File: config.mk
export PLATFORM = sky130hd
export DESIGN_NAME = fuel_level_event_detector_top
export DESIGN_NICKNAME = d
export VERILOG_FILES = /design/src/fled_pkg.sv /design/src/fuel_level_event_detector_top.sv /design/src/fled_div.sv /design/src/fled_ring.sv
export SDC_FILE = /design/constraint.sdc
export NUM_CORES = 2
export LEC_CHECK = 0
export ABC_AREA = 1
export BUFFER_PORTS_ARGS = -buffer_cell sky130_fd_sc_hd__clkbuf_2
export CORE_UTILIZATION = 50
export CTS_CLUSTER_SIZE = 40
export DETAILED_ROUTE_END_ITERATION = 8
export GPL_ROUTABILITY_DRIVEN = 0
export PLACE_DENSITY = 0.74
export SYNTH_ARGS = -nofsm -noshare
export SYNTH_HDL_FRONTEND = slang
export SYNTH_SLANG_ARGS = --single-unit
File: constraint.sdc
create_clock -name clock -period 11.85 [get_ports clock]
set_clock_uncertainty 0.15 [all_clocks]
set_input_delay 1.185 -clock clock [delete_from_list [all_inputs] [get_ports clock]]
set_output_delay 1.185 -clock clock [all_outputs]
set_load 0.1 [all_outputs]
File: src/fled_pkg.sv
// ----------------------------------------------------------------------------
// Fuel level event detector package
// Widths, register map, reset values and event codes.
// ----------------------------------------------------------------------------
package fled_pkg;

   localparam int AVG_DEPTH_DEFAULT = 5;

   localparam int SAMPLE_W  = 16;
   localparam int TIME_W    = 32;
   localparam int CFG_W     = 16;
   localparam int PERIOD_W  = 11;
   localparam int LEVEL_W   = 20;
   localparam int CODE_W    = 2;

   // divider: numerator below 2^31, quotient known to fit the level width
   localparam int NUM_W     = 31;
   localparam int QUO_W     = LEVEL_W;

   localparam int DATA_W    = 32;
   localparam int ADDR_W    = 5;
   localparam int REG_IDX_W = 3;

   localparam logic [REG_IDX_W-1:0] REG_EMA_PERIOD       = 3'd0;
   localparam logic [REG_IDX_W-1:0] REG_FIX_WIDTH        = 3'd1;
   localparam logic [REG_IDX_W-1:0] REG_FIX_HOLD_MS      = 3'd2;
   localparam logic [REG_IDX_W-1:0] REG_REFUEL_THRESHOLD = 3'd3;
   localparam logic [REG_IDX_W-1:0] REG_REFUEL_HYST      = 3'd4;
   localparam logic [REG_IDX_W-1:0] REG_DRAIN_THRESHOLD  = 3'd5;
   localparam logic [REG_IDX_W-1:0] REG_DRAIN_HYST       = 3'd6;

   localparam logic [PERIOD_W-1:0] RST_EMA_PERIOD       = 11'd50;
   localparam logic [CFG_W-1:0]    RST_FIX_WIDTH        = 16'd80;
   localparam logic [CFG_W-1:0]    RST_FIX_HOLD_MS      = 16'd5000;
   localparam logic [CFG_W-1:0]    RST_REFUEL_THRESHOLD = 16'd320;
   localparam logic [CFG_W-1:0]    RST_REFUEL_HYST      = 16'd160;
   localparam logic [CFG_W-1:0]    RST_DRAIN_THRESHOLD  = 16'd320;
   localparam logic [CFG_W-1:0]    RST_DRAIN_HYST       = 16'd160;

   localparam logic [CODE_W-1:0] EV_REFUEL_BEGIN  = 2'd0;
   localparam logic [CODE_W-1:0] EV_REFUEL_FINISH = 2'd1;
   localparam logic [CODE_W-1:0] EV_DRAIN_BEGIN   = 2'd2;
   localparam logic [CODE_W-1:0] EV_DRAIN_FINISH  = 2'd3;

endpackage

File: src/fuel_level_event_detector_top.sv
// ----------------------------------------------------------------------------
// Fuel level event detector
// Ring mean, exponential filter, stability latch and refuel/drain detectors.
// ----------------------------------------------------------------------------
//  channel   dir  handshake            payload
//  req       in   req_valid/req_ready  req_fuel_level, req_now_ms
//  rsp       out  rsp_valid/rsp_ready  rsp_event_code, rsp_begin_level, rsp_last_event
//  csr       in   APB write/read       csr_paddr, csr_pwdata, csr_prdata
//
// A sample passes the ring, mean, multiply, filter division, difference, stability
// and event states before the next is accepted: the ring mean is a multiply by a
// constant reciprocal, and the bit-serial divider performs the filter division by
// the period (skipped while the filter is still zero). req_ready is high only while
// the sequencer is idle; zero to two result words follow each sample and hold
// while rsp_ready is low. Synchronous reset clears the ring valid bits, all tracking
// state and the registers to defaults.
// ----------------------------------------------------------------------------
module fuel_level_event_detector_top #(
   parameter int AVG_DEPTH = fled_pkg::AVG_DEPTH_DEFAULT
) (
   input  logic                          clock,
   input  logic                          reset,
   input  logic                          req_valid,
   output logic                          req_ready,
   input  logic [fled_pkg::SAMPLE_W-1:0] req_fuel_level,
   input  logic [fled_pkg::TIME_W-1:0]   req_now_ms,
   output logic                          rsp_valid,
   input  logic                          rsp_ready,
   output logic [fled_pkg::CODE_W-1:0]   rsp_event_code,
   output logic [fled_pkg::LEVEL_W-1:0]  rsp_begin_level,
   output logic                          rsp_last_event,
   input  logic                          csr_psel,
   input  logic                          csr_penable,
   input  logic                          csr_pwrite,
   input  logic [fled_pkg::ADDR_W-1:0]   csr_paddr,
   input  logic [fled_pkg::DATA_W-1:0]   csr_pwdata,
   output logic [fled_pkg::DATA_W-1:0]   csr_prdata,
   output logic                          csr_pready
);
   import fled_pkg::*;

   localparam int SUM_W      = SAMPLE_W + $clog2(AVG_DEPTH);
   localparam int MEAN_NUM_W = SUM_W + 4;
   localparam int MEAN_SHIFT = MEAN_NUM_W + $clog2(AVG_DEPTH);
   localparam int RECIP_W    = MEAN_NUM_W + 1;
   localparam int MPROD_W    = MEAN_NUM_W + RECIP_W;
   // ceil(2^MEAN_SHIFT / AVG_DEPTH) gives the exact floor for every ring numerator
   localparam logic [RECIP_W-1:0] MEAN_RECIP =
      RECIP_W'(((64'd1 << MEAN_SHIFT) + 64'(AVG_DEPTH) - 64'd1) / 64'(AVG_DEPTH));

   typedef enum logic [3:0] {
      S_IDLE, S_RING, S_MEAN, S_MUL,
      S_FILT_GO, S_FILT_WAIT, S_DIFF, S_STAB, S_EVENT, S_EMIT
   } state_type;

   // configuration
   logic [PERIOD_W-1:0] cfg_period_ff;
   logic [CFG_W-1:0]    cfg_fix_width_ff;
   logic [CFG_W-1:0]    cfg_fix_hold_ff;
   logic [CFG_W-1:0]    cfg_refuel_thr_ff;
   logic [CFG_W-1:0]    cfg_refuel_hys_ff;
   logic [CFG_W-1:0]    cfg_drain_thr_ff;
   logic [CFG_W-1:0]    cfg_drain_hys_ff;
   logic [REG_IDX_W-1:0] csr_idx;
   logic                csr_wr;

   // sequencer and tracking state
   state_type           state_ff, state_in;
   logic [TIME_W-1:0]   now_ff, now_in;
   logic [LEVEL_W-1:0]  mean_ff, mean_in;
   logic [LEVEL_W-1:0]  filt_ff, filt_in;
   logic [NUM_W-1:0]    prod_ff, prod_in;
   logic signed [LEVEL_W:0] diff_ff, diff_in;
   logic [TIME_W-1:0]   elapsed_ff, elapsed_in;
   logic                stable_ff, stable_in;
   logic [TIME_W-1:0]   last_unstable_ff, last_unstable_in;
   logic [LEVEL_W-1:0]  stable_level_ff, stable_level_in;
   logic                refuel_ff, refuel_in;
   logic                drain_ff, drain_in;
   logic                rsp_valid_ff, rsp_valid_in;
   logic [CODE_W-1:0]   rsp_code_ff, rsp_code_in;
   logic [LEVEL_W-1:0]  rsp_level_ff, rsp_level_in;
   logic                rsp_last_ff, rsp_last_in;
   logic                pend_valid_ff, pend_valid_in;
   logic [CODE_W-1:0]   pend_code_ff, pend_code_in;
   logic [LEVEL_W-1:0]  pend_level_ff, pend_level_in;

   // datapath helpers
   logic                req_accept;
   logic [SUM_W-1:0]    ring_sum;
   logic [MPROD_W-1:0]  mean_prod;
   logic                div_start;
   logic [NUM_W-1:0]    div_numer;
   logic [PERIOD_W-1:0] div_denom;
   logic                div_done;
   logic [QUO_W-1:0]    div_quot;
   logic [PERIOD_W-1:0] period_eff;
   logic [PERIOD_W-1:0] period_m1;
   logic [LEVEL_W-1:0]  delta;
   logic [LEVEL_W-1:0]  win;
   logic signed [LEVEL_W+1:0] diff_x;
   logic signed [LEVEL_W+1:0] drop_x;
   logic signed [LEVEL_W+1:0] refuel_on;
   logic signed [LEVEL_W+1:0] drain_on;
   logic signed [CFG_W:0]     refuel_gap;
   logic signed [CFG_W:0]     drain_gap;
   logic signed [LEVEL_W+1:0] refuel_off;
   logic signed [LEVEL_W+1:0] drain_off;
   logic                refuel_begin, refuel_finish, drain_begin, drain_finish;

   assign req_accept = req_valid && req_ready;

   fled_ring #(
      .AVG_DEPTH (AVG_DEPTH)
   ) u_ring (
      .clock   (clock),
      .reset   (reset),
      .wr_en   (req_accept),
      .wr_data (req_fuel_level),
      .sum     (ring_sum)
   );

   // ring mean: (sum << 4) / AVG_DEPTH as a reciprocal multiply
   assign mean_prod = MPROD_W'({ring_sum, 4'b0000}) * MPROD_W'(MEAN_RECIP);

   assign period_eff = (cfg_period_ff == '0) ? PERIOD_W'(1) : cfg_period_ff;
   assign period_m1  = period_eff - 1'b1;

   assign div_start = (state_ff == S_FILT_GO);
   assign div_numer = prod_ff;
   assign div_denom = period_eff;

   fled_div u_div (
      .clock (clock),
      .reset (reset),
      .start (div_start),
      .numer (div_numer),
      .denom (div_denom),
      .done  (div_done),
      .quot  (div_quot)
   );

   // stability and detector terms
   assign delta = diff_ff[LEVEL_W] ? LEVEL_W'(-diff_ff) : LEVEL_W'(diff_ff);
   assign win   = {cfg_fix_width_ff, 4'b0000};

   assign diff_x     = {diff_ff[LEVEL_W], diff_ff};
   assign drop_x     = -diff_x;
   assign refuel_on  = $signed({2'b00, cfg_refuel_thr_ff, 4'b0000});
   assign drain_on   = $signed({2'b00, cfg_drain_thr_ff, 4'b0000});
   assign refuel_gap = $signed({1'b0, cfg_refuel_thr_ff}) - $signed({1'b0, cfg_refuel_hys_ff});
   assign drain_gap  = $signed({1'b0, cfg_drain_thr_ff}) - $signed({1'b0, cfg_drain_hys_ff});
   assign refuel_off = {refuel_gap[CFG_W], refuel_gap, 4'b0000};
   assign drain_off  = {drain_gap[CFG_W], drain_gap, 4'b0000};

   assign refuel_begin  = (diff_x >= refuel_on) && !refuel_ff;
   assign refuel_finish = (diff_x < refuel_off) && refuel_ff;
   assign drain_begin   = (drop_x >= drain_on) && !drain_ff;
   assign drain_finish  = (drop_x < drain_off) && drain_ff;

   always_comb begin
      state_in         = state_ff;
      now_in           = now_ff;
      mean_in          = mean_ff;
      filt_in          = filt_ff;
      prod_in          = prod_ff;
      diff_in          = diff_ff;
      elapsed_in       = elapsed_ff;
      stable_in        = stable_ff;
      last_unstable_in = last_unstable_ff;
      stable_level_in  = stable_level_ff;
      refuel_in        = refuel_ff;
      drain_in         = drain_ff;
      rsp_valid_in     = rsp_valid_ff;
      rsp_code_in      = rsp_code_ff;
      rsp_level_in     = rsp_level_ff;
      rsp_last_in      = rsp_last_ff;
      pend_valid_in    = pend_valid_ff;
      pend_code_in     = pend_code_ff;
      pend_level_in    = pend_level_ff;
      unique case (state_ff)
         S_IDLE: begin
            if (req_valid) begin
               now_in   = req_now_ms;
               state_in = S_RING;
            end
         end
         S_RING: begin
            state_in = S_MEAN;
         end
         S_MEAN: begin
            mean_in  = mean_prod[MEAN_SHIFT +: LEVEL_W];
            state_in = S_MUL;
         end
         S_MUL: begin
            if (filt_ff == '0) begin
               filt_in  = mean_ff;
               state_in = S_DIFF;
            end else begin
               prod_in  = NUM_W'(filt_ff) * NUM_W'(period_m1) + NUM_W'(mean_ff);
               state_in = S_FILT_GO;
            end
         end
         S_FILT_GO: begin
            state_in = S_FILT_WAIT;
         end
         S_FILT_WAIT: begin
            if (div_done) begin
               filt_in  = div_quot;
               state_in = S_DIFF;
            end
         end
         S_DIFF: begin
            diff_in    = $signed({1'b0, mean_ff}) - $signed({1'b0, filt_ff});
            elapsed_in = now_ff - last_unstable_ff;
            state_in   = S_STAB;
         end
         S_STAB: begin
            if (delta < win) begin
               if (!stable_ff && (elapsed_ff > TIME_W'(cfg_fix_hold_ff))) begin
                  stable_in = 1'b1;
                  if (!refuel_ff) begin
                     stable_level_in = mean_ff;
                  end
               end
            end else begin
               last_unstable_in = now_ff;
               if ({1'b0, delta} > {win, 1'b0}) begin
                  stable_in = 1'b0;
               end
            end
            state_in = S_EVENT;
         end
         S_EVENT: begin
            if (refuel_begin) begin
               refuel_in = 1'b1;
            end else if (refuel_finish) begin
               refuel_in = 1'b0;
            end
            if (drain_begin) begin
               drain_in = 1'b1;
            end else if (drain_finish) begin
               drain_in = 1'b0;
            end
            // refuel word goes first, the drain word waits behind it
            pend_code_in  = drain_begin ? EV_DRAIN_BEGIN : EV_DRAIN_FINISH;
            pend_level_in = drain_begin ? filt_ff : '0;
            if (refuel_begin || refuel_finish) begin
               rsp_valid_in  = 1'b1;
               rsp_code_in   = refuel_begin ? EV_REFUEL_BEGIN : EV_REFUEL_FINISH;
               rsp_level_in  = refuel_begin ? stable_level_ff : '0;
               rsp_last_in   = !(drain_begin || drain_finish);
               pend_valid_in = drain_begin || drain_finish;
               state_in      = S_EMIT;
            end else if (drain_begin || drain_finish) begin
               rsp_valid_in  = 1'b1;
               rsp_code_in   = pend_code_in;
               rsp_level_in  = pend_level_in;
               rsp_last_in   = 1'b1;
               pend_valid_in = 1'b0;
               state_in      = S_EMIT;
            end else begin
               state_in = S_IDLE;
            end
         end
         S_EMIT: begin
            if (rsp_ready) begin
               if (pend_valid_ff) begin
                  rsp_code_in   = pend_code_ff;
                  rsp_level_in  = pend_level_ff;
                  rsp_last_in   = 1'b1;
                  pend_valid_in = 1'b0;
               end else begin
                  rsp_valid_in = 1'b0;
                  state_in     = S_IDLE;
               end
            end
         end
         default: begin
            state_in = S_IDLE;
         end
      endcase
   end

   always_ff @(posedge clock) begin
      if (reset) begin
         state_ff         <= S_IDLE;
         filt_ff          <= '0;
         stable_ff        <= 1'b0;
         last_unstable_ff <= '0;
         stable_level_ff  <= '0;
         refuel_ff        <= 1'b0;
         drain_ff         <= 1'b0;
         rsp_valid_ff     <= 1'b0;
         pend_valid_ff    <= 1'b0;
      end else begin
         state_ff         <= state_in;
         filt_ff          <= filt_in;
         stable_ff        <= stable_in;
         last_unstable_ff <= last_unstable_in;
         stable_level_ff  <= stable_level_in;
         refuel_ff        <= refuel_in;
         drain_ff         <= drain_in;
         rsp_valid_ff     <= rsp_valid_in;
         pend_valid_ff    <= pend_valid_in;
      end
      now_ff        <= now_in;
      mean_ff       <= mean_in;
      prod_ff       <= prod_in;
      diff_ff       <= diff_in;
      elapsed_ff    <= elapsed_in;
      rsp_code_ff   <= rsp_code_in;
      rsp_level_ff  <= rsp_level_in;
      rsp_last_ff   <= rsp_last_in;
      pend_code_ff  <= pend_code_in;
      pend_level_ff <= pend_level_in;
   end

   assign req_ready       = (state_ff == S_IDLE);
   assign rsp_valid       = rsp_valid_ff;
   assign rsp_event_code  = rsp_code_ff;
   assign rsp_begin_level = rsp_level_ff;
   assign rsp_last_event  = rsp_last_ff;

   // register port
   assign csr_idx    = csr_paddr[ADDR_W-1:2];
   assign csr_wr     = csr_psel && csr_penable && csr_pwrite;
   assign csr_pready = 1'b1;

   always_ff @(posedge clock) begin
      if (reset) begin
         cfg_period_ff     <= RST_EMA_PERIOD;
         cfg_fix_width_ff  <= RST_FIX_WIDTH;
         cfg_fix_hold_ff   <= RST_FIX_HOLD_MS;
         cfg_refuel_thr_ff <= RST_REFUEL_THRESHOLD;
         cfg_refuel_hys_ff <= RST_REFUEL_HYST;
         cfg_drain_thr_ff  <= RST_DRAIN_THRESHOLD;
         cfg_drain_hys_ff  <= RST_DRAIN_HYST;
      end else if (csr_wr) begin
         unique case (csr_idx)
            REG_EMA_PERIOD:       cfg_period_ff     <= csr_pwdata[PERIOD_W-1:0];
            REG_FIX_WIDTH:        cfg_fix_width_ff  <= csr_pwdata[CFG_W-1:0];
            REG_FIX_HOLD_MS:      cfg_fix_hold_ff   <= csr_pwdata[CFG_W-1:0];
            REG_REFUEL_THRESHOLD: cfg_refuel_thr_ff <= csr_pwdata[CFG_W-1:0];
            REG_REFUEL_HYST:      cfg_refuel_hys_ff <= csr_pwdata[CFG_W-1:0];
            REG_DRAIN_THRESHOLD:  cfg_drain_thr_ff  <= csr_pwdata[CFG_W-1:0];
            REG_DRAIN_HYST:       cfg_drain_hys_ff  <= csr_pwdata[CFG_W-1:0];
            default: begin
               // drop writes past the register list
            end
         endcase
      end
   end

   always_comb begin
      unique case (csr_idx)
         REG_EMA_PERIOD:       csr_prdata = DATA_W'(cfg_period_ff);
         REG_FIX_WIDTH:        csr_prdata = DATA_W'(cfg_fix_width_ff);
         REG_FIX_HOLD_MS:      csr_prdata = DATA_W'(cfg_fix_hold_ff);
         REG_REFUEL_THRESHOLD: csr_prdata = DATA_W'(cfg_refuel_thr_ff);
         REG_REFUEL_HYST:      csr_prdata = DATA_W'(cfg_refuel_hys_ff);
         REG_DRAIN_THRESHOLD:  csr_prdata = DATA_W'(cfg_drain_thr_ff);
         REG_DRAIN_HYST:       csr_prdata = DATA_W'(cfg_drain_hys_ff);
         default:              csr_prdata = '0;
      endcase
   end

endmodule

File: src/fled_div.sv
// ----------------------------------------------------------------------------
// Restoring divider
// One quotient bit per cycle; the quotient is known to fit QUO_W bits.
// ----------------------------------------------------------------------------
module fled_div (
   input  logic                          clock,
   input  logic                          reset,
   input  logic                          start,
   input  logic [fled_pkg::NUM_W-1:0]    numer,
   input  logic [fled_pkg::PERIOD_W-1:0] denom,
   output logic                          done,
   output logic [fled_pkg::QUO_W-1:0]    quot
);
   import fled_pkg::*;

   localparam int CNT_W = $clog2(QUO_W);

   logic                busy_ff, busy_in;
   logic                done_ff, done_in;
   logic [CNT_W-1:0]    cnt_ff, cnt_in;
   logic [PERIOD_W-1:0] rem_ff, rem_in;
   logic [QUO_W-1:0]    quo_ff, quo_in;
   logic [PERIOD_W-1:0] den_ff, den_in;

   logic [PERIOD_W:0]   trial;
   logic [PERIOD_W:0]   trial_sub;
   logic                trial_ge;

   assign trial     = {rem_ff, quo_ff[QUO_W-1]};
   assign trial_ge  = trial >= {1'b0, den_ff};
   assign trial_sub = trial - {1'b0, den_ff};

   always_comb begin
      busy_in = busy_ff;
      done_in = 1'b0;
      cnt_in  = cnt_ff;
      rem_in  = rem_ff;
      quo_in  = quo_ff;
      den_in  = den_ff;
      if (start) begin
         // remainder starts below the divisor since the quotient fits
         rem_in  = numer[NUM_W-1:QUO_W];
         quo_in  = numer[QUO_W-1:0];
         den_in  = denom;
         cnt_in  = '0;
         busy_in = 1'b1;
      end else if (busy_ff) begin
         rem_in = trial_ge ? trial_sub[PERIOD_W-1:0] : trial[PERIOD_W-1:0];
         quo_in = {quo_ff[QUO_W-2:0], trial_ge};
         cnt_in = cnt_ff + 1'b1;
         if (cnt_ff == CNT_W'(QUO_W - 1)) begin
            busy_in = 1'b0;
            done_in = 1'b1;
         end
      end
   end

   always_ff @(posedge clock) begin
      if (reset) begin
         busy_ff <= 1'b0;
         done_ff <= 1'b0;
      end else begin
         busy_ff <= busy_in;
         done_ff <= done_in;
      end
      cnt_ff <= cnt_in;
      rem_ff <= rem_in;
      quo_ff <= quo_in;
      den_ff <= den_in;
   end

   assign done = done_ff;
   assign quot = quo_ff;

endmodule

File: src/fled_ring.sv
// ----------------------------------------------------------------------------
// Sample ring with running sum
// Replaces the oldest sample and keeps the sum of the ring up to date.
// ----------------------------------------------------------------------------
module fled_ring #(
   parameter  int AVG_DEPTH = fled_pkg::AVG_DEPTH_DEFAULT,
   localparam int SUM_W     = fled_pkg::SAMPLE_W + $clog2(AVG_DEPTH)
) (
   input  logic                          clock,
   input  logic                          reset,
   input  logic                          wr_en,
   input  logic [fled_pkg::SAMPLE_W-1:0] wr_data,
   output logic [SUM_W-1:0]              sum
);
   import fled_pkg::*;

   localparam int IDX_W = (AVG_DEPTH > 1) ? $clog2(AVG_DEPTH) : 1;

   logic [SAMPLE_W-1:0]  mem [AVG_DEPTH];
   logic [AVG_DEPTH-1:0] valid_ff, valid_in;
   logic [IDX_W-1:0]     idx_ff, idx_in;
   logic                 upd_ff;
   logic [SUM_W-1:0]     sum_ff, sum_in;
   logic [SAMPLE_W-1:0]  old_ff;
   logic [SAMPLE_W-1:0]  new_ff;

   always_comb begin
      valid_in = valid_ff;
      idx_in   = idx_ff;
      sum_in   = sum_ff;
      if (wr_en) begin
         valid_in[idx_ff] = 1'b1;
         idx_in = (idx_ff == IDX_W'(AVG_DEPTH - 1)) ? '0 : idx_ff + 1'b1;
      end
      if (upd_ff) begin
         sum_in = sum_ff + SUM_W'(new_ff) - SUM_W'(old_ff);
      end
   end

   always_ff @(posedge clock) begin
      if (reset) begin
         valid_ff <= '0;
         idx_ff   <= '0;
         upd_ff   <= 1'b0;
         sum_ff   <= '0;
      end else begin
         valid_ff <= valid_in;
         idx_ff   <= idx_in;
         upd_ff   <= wr_en;
         sum_ff   <= sum_in;
      end
   end

   // read the outgoing sample before it is overwritten; unwritten entries read zero
   always_ff @(posedge clock) begin
      if (wr_en) begin
         old_ff      <= valid_ff[idx_ff] ? mem[idx_ff] : '0;
         mem[idx_ff] <= wr_data;
         new_ff      <= wr_data;
      end
   end

   assign sum = sum_ff;

endmodule

; ---- Word-level counts from Yosys, hierarchy flattened
; Memories as Yosys holds them, arrays and structs flattened. A register that Yosys moved wholly into a read port is not among the register bits.
; Cells that the tools add are included.
[word_totals]
register_bits = 462
ramBits = 80
input_bits = 92
elab_cells = 203
mem_count = 1
[memory_table]
columns = memory, depth, word_bits, read_ports, rd_ports_with_merged_regs, wr, line_no
row1 = u_ring.mem, 5, 16, 1, 1, 1, fled_ring.sv:19  ; logic [SAMPLE_W-1:0] mem [AVG_DEPTH];
[op_classes]
add_sub_neg = 13
mul = 2
n_lt_le_gt_ge = 10
eq_ne = 25
n_mux = 64
bitwise = 5
n_reduce_logical = 46
[op_table]
columns = cell, count
row1 = 2-to-1 mux 20 bit, 11
row2 = case mux 16 bit (7 select lines), 1
row3 = case mux 20 bit (2 select lines), 2
row4 = 2-to-1 mux 11 bit, 4
row5 = "multiplier 19 x 24 -> 42 bit, second input constant", 1
row6 = case mux 4 bit (10 select lines), 1
row7 = subtractor 16 x 16 -> 17 bit, 2
row8 = > comparator 32 x 16 -> 1 bit, 1
row9 = subtractor 32 bit, 1
row10 = adder 31 x 20 -> 31 bit, 1
row11 = multiplier 20 x 11 -> 31 bit, 1
row12 = 2-to-1 mux 1 bit, 27
row13 = 2-to-1 mux 4 bit, 6
row14 = AND reduction 2 bit, 12
row15 = >= comparator 22 x 21 -> 1 bit, 1
row16 = less-than comparator 22 x 21 -> 1 bit, 1
row17 = negator 21 -> 22 bit, 1
row18 = >= comparator 21 bit, 1
row19 = > comparator 20 x 21 -> 1 bit, 1
row20 = less-than comparator 21 bit, 1
row21 = subtractor 20 x 20 -> 21 bit, 1
row22 = zero test 20 bit, 1
row23 = less-than comparator 20 bit, 1
row24 = negator 20 bit, 1
row25 = 38 further kinds, 84

; ---- Longest topological paths before layout
[depth]
depth_word = 7
mapped_depth = 37

; ---- Cells and area by module
; Synthesis repeated with hierarchy kept, for this count alone.
[hier_totals]
hier_cells = 5388
area_unflattened_um2 = 44859.3
[by_module_without_submodules]
columns = module, n_inst, cells_per_inst, area_per_inst_um2, seq_area_each_um2
row1 = fuel_level_event_detector_top, 1, 4367, 35183.7, 9168.8
row2 = fled_ring, 1, 672, 6810.3, 3923.8
row3 = fled_div, 1, 349, 2865.2, 1401.3

; ---- Worst setup path after synthesis
; No wires, ideal clock.
[synth_timing]
kind = register -> register
start = reg cfg_period_ff[5]
end = reg prod_ff[29], in the netlist div_numer[29], data pin
t_arrival_ns = 6.359
required_time_ns = 11.438
setup_slack_ns = 5.078
stages_incl_launch_ff = 34
n_path_buf = 2
cell_sequence = dfxtp_1 nor2_1 nand2_1 inv_1 nand4_1 nand2_1 inv_1 buf_1 ha_1 nand2_1 nor2_1 nand2_1 xor2_1 inv_1 clkbuf_1 nor2_1 fa_1 inv_1 fa_1 fa_1 inv_1 fa_1 inv_1 fa_1 inv_1 ha_1 nand2_1 nor3_1 nand4_1 nand3_1 nand2_1 o211ai_1 a21oi_1 xor2_1
[synth_via]
elab_chain_cells = 5
[synth_lines]
columns = element, line_no
row1 = start: declaration, fuel_level_event_detector_top.sv:57  ; logic [PERIOD_W-1:0] cfg_period_ff;
row2 = start signal: assignment, fuel_level_event_detector_top.sv:341  ; REG_EMA_PERIOD: cfg_period_ff <= csr_pwdata[PERIOD_W-1:0];
row3 = zero test 11 bit, fuel_level_event_detector_top.sv:126  ; assign period_eff = (cfg_period_ff == '0) ? PERIOD_W'(1) : cfg_period_ff;
row4 = 2-to-1 mux 11 bit, fuel_level_event_detector_top.sv:126
row5 = via div_denom[0], fuel_level_event_detector_top.sv:94  ; logic [PERIOD_W-1:0] div_denom;
row6 = subtractor 11 x 1 -> 11 bit, fuel_level_event_detector_top.sv:127  ; assign period_m1 = period_eff - 1'b1;
row7 = multiplier 20 x 11 -> 31 bit, fuel_level_event_detector_top.sv:200  ; prod_in = NUM_W'(filt_ff) * NUM_W'(period_m1) + NUM_W'(mean_ff);
row8 = adder 31 x 20 -> 31 bit, fuel_level_event_detector_top.sv:200
row9 = end signal: assignment, fuel_level_event_detector_top.sv:309  ; prod_ff <= prod_in;
row10 = end: declaration, fuel_level_event_detector_top.sv:72  ; logic [NUM_W-1:0] prod_ff, prod_in;
; The timed path passes the listed nets, and every way through them passes these cells.
; A chain may end at the register's enable or synchronous reset.

; ---- Worst setup path in the final report
; Ends and elaborated chain as after synthesis.

==> flow_metrics.env <==
export IMPL_outcome="finished, final reports clean"
export IMPL_synth_top_area_share_pct=22.7
export IMPL_cts_max_level=2
export IMPL_combinationalPowerShare_pct=43.7
export IMPL_fillers=7745
export IMPL_switching_power_uw=3110
export IMPL_die_x_um=299
export IMPL_vias=35300
export IMPL_diodes=0
export IMPL_clkLatencyLatePin_ns=0.68
export IMPL_setup_viol=0
export IMPL_finalWirelength_um=114000
export IMPL_slew_viol_final=0
export IMPL_hold_buffers=0
export IMPL_worstSetupPathType="flop to flop"
export IMPL_cts_tree="yes"
export IMPL_dieHeight_um=299
export IMPL_grt_overflow=0
export IMPL_ys_top_cells_by_count="972 x inv_1, 900 x nand2_1, 443 x nor2_1"
export IMPL_cts_sinks=557
export IMPL_slew_headroom_pct=26.6
export IMPL_antenna_found_initial=2
export IMPL_postCtsResizedCells=0
export IMPL_crit_fanout=24
export IMPL_rows=108
export IMPL_clk_pin_slew_ns=0.07
export IMPL_crit_top_cell="nand2_1"
export IMPL_drt_iter0_markers=2971
export IMPL_dp_cells=6361
export IMPL_switching_share_pct=40.6
export IMPL_yosys_area_top_type="edfxtp_1"
export IMPL_worstPathArrival_ns=8.65
export IMPL_dpl_hpwl_um=88700
export IMPL_clock_root_buffer="clkbuf_16"
export IMPL_syn_to_final_growth_pct=8.13
export IMPL_rsz0062_at_grt="no"
export IMPL_drive_gt1_share_pct=6.18
export IMPL_finalHoldViolations=0
export IMPL_avgSynthCellArea_um2=8.47
export IMPL_synth_async_reset_ratio_pct=0
export IMPL_fin_tns_setup_ns=0
export IMPL_synth_cell_area_um2=44200
export IMPL_max_cap_violations=0
export IMPL_critPathSlowestCell="xor2_1"
export IMPL_pwr_share_clk_pct=25.7
export IMPL_yosys_top_cells_area="edfxtp_1 23%, fa_1 14%, ha_1 12%, dfxtp_1 10%, inv_1 8.3%"
export IMPL_required_ns=12.11
export IMPL_drt_pass1_iter_count=8
export IMPL_grt_pass1_vias=33900
export IMPL_vias_per_cell=5.45
export IMPL_yosys_most_used_dff="edfxtp_1"
export IMPL_yosysMostFrequentCell="inv_1"
export IMPL_synth_cells=5216
export IMPL_cts_buffer_depth=3
export IMPL_max_freq_ghz=0.119
export IMPL_postRouteAntennaNets=0
export IMPL_wire_per_inst_um=17.6
export IMPL_tightest_slew_ns=1.10
export IMPL_grtUsageTotal_pct=25.4
export IMPL_yosys_warnings=0
export IMPL_hold_class="flop to flop"
export IMPL_stdcell_count=6475
export IMPL_fin_crit_sh_pct=70.8
export IMPL_slowest_delay_ns=0.73
export IMPL_die_area_um2=89500
export IMPL_synth_seq_area_share_pct=32.8
export IMPL_start_util_pct=50.7
export IMPL_seqPwrFrac_pct=30.7
export IMPL_synth_edf_count=334
export IMPL_crit_path_end_kind="flop"
export IMPL_port_buffers=114
export IMPL_start_kind="flop"
export IMPL_p_total_uw=7660
export IMPL_io_pins=150
export IMPL_p_int_uw=4550
export IMPL_ir_drop_v=0.000179
export IMPL_ys_ff_latch=557
export IMPL_core_um2=87200
export IMPL_drc=0
export IMPL_power_per_cell_area_nw_per_um2=160
export IMPL_synth_cell_types=60
export IMPL_grt_max_degree=92
export IMPL_cts_setup_buffers=0
export IMPL_nets=6106
export IMPL_grt_first_pass_wirelength_um=181000
export IMPL_leakage_uw=0.0221
export IMPL_timing_final_crit_period_ns=8.39
export IMPL_cts_made_buffers=60
worst max-delay path, delay by kind of cell, from the launching register on:
kind	cells	cell delay (ns)
simple gates	13	2.04
xor+xnor	2	0.89
fa+ha+maj	7	3.30
compound gates	2	0.27
buf+inv	6	1.05
flops	1	0.40
area by class of cell:
class / count / area, µm² / share of cell area [%]
flip-flops and latches: 557 / 14500 / 30.3
repair buffers: 141 / 773 / 1.62
clock buffers: 85 / 1730 / 3.62
well taps: 1155 / 1450 / 3.03
multi-input cells: 3505 / 25200 / 52.8
clock inverters: 29 / 339 / 0.710
inverters: 1003 / 3770 / 7.89
placed cells by master, fill, tap and decap left out, drive strengths merged, types with 3 or more instances in the layout:
master / Yosys / layout
or2: 8 / 8
o211ai: 24 / 24
conb: 2 / 17
nor4: 17 / 17
clkinv: 4 / 23
nand2: 906 / 906
edfxtp: 334 / 334
nand3b: 5 / 5
xor2: 101 / 101
o21bai: 11 / 11
fa: 309 / 309
nand3: 136 / 136
ha: 437 / 437
a21o: 17 / 17
o21a: 20 / 20
o22ai: 27 / 27
xnor2: 54 / 54
nand4: 34 / 34
a211oi: 6 / 6
o221ai: 28 / 28
a221oi: 10 / 10
nor3: 42 / 42
nor2: 468 / 468
a31oi: 48 / 48
o31ai: 10 / 10
a2111o: 4 / 4
a21oi: 405 / 405
bufinv: 0 / 5
buf: 56 / 27
a21boi: 12 / 12
dfxtp: 223 / 223
inv: 999 / 1003
o21ai: 330 / 330
a22oi: 3 / 3
clkbuf: 110 / 199
and3: 3 / 3
kinds of logic (layout without fill, tap and decap cells):
group | Yosys count | count (layout) | synth area share, %
simple gates | 1623 | 1623 | 15.1
compound gates | 964 | 964 | 12.3
xor+xnor | 155 | 155 | 3.07
other cells | 2 | 17 | 0.0170
flops | 557 | 557 | 32.8
fa+ha+maj | 746 | 746 | 26.4
buf+inv | 1169 | 1258 | 10.3
power groups by stage:
stage                     registers [µW]  logic (µW)  clock network (µW)
after floorplan                     2320        2470                   0
after global placement              2380        3230                   0
after detailed placement            2380        3300                   0
after CTS                           2340        3330                1990
after global routing                2350        3770                2070
final                               2350        3340                1970
metal layers:
layer	GRT usage [%]	vias up	wire (µm)
met4	9.68	2	4670
met1	33.2	16700	47100
met2	42.0	1332	53400
met3	4.31	265	8880
met5	0	-	11
li1	-	17000	-
metrics by stage:
step	utilization [%]	hold WS (ns)	setup slack (ns)	cell area (µm²)
after global routing	54.8	0.350	3.00	47800
after global placement	52.4	0.296	3.60	45700
after detailed placement	52.4	0.292	3.64	45700
final	54.8	0.316	3.46	47800
after CTS	54.8	0.318	3.59	47800
after floorplan	-	0.285	5.08	44200
flip-flops by register name, summed over array words and instances (netlist names), 19 cells and up:
| register | cells |
|---|---|
| pend_level_ff | 20 |
| mean_ff | 20 |
| stable_level_ff | 20 |
| filt_ff | 20 |
| now_ff | 32 |
| diff_ff | 21 |
| elapsed_ff | 32 |
| last_unstable_ff | 32 |
| u_div.quot | 20 |
| div_numer | 31 |
| rsp_begin_level | 20 |
| u_ring.sum | 19 |
| u_ring.mem | 80 |
final timing paths:
kind | start | endpoint | slack, ns | cells after the start
setup / recovery | cfg_period_ff[5] | div_numer[29] | 3.46 | 30
hold reg to reg | cfg_period_ff[10] | u_div.den_ff[10] | 0.32 | 0
hold / removal | cfg_period_ff[10] | u_div.den_ff[10] | 0.32 | 0
setup reg to reg | cfg_period_ff[5] | div_numer[29] | 3.46 | 30
No activity file was read; power rests on OpenSTA's default activity.
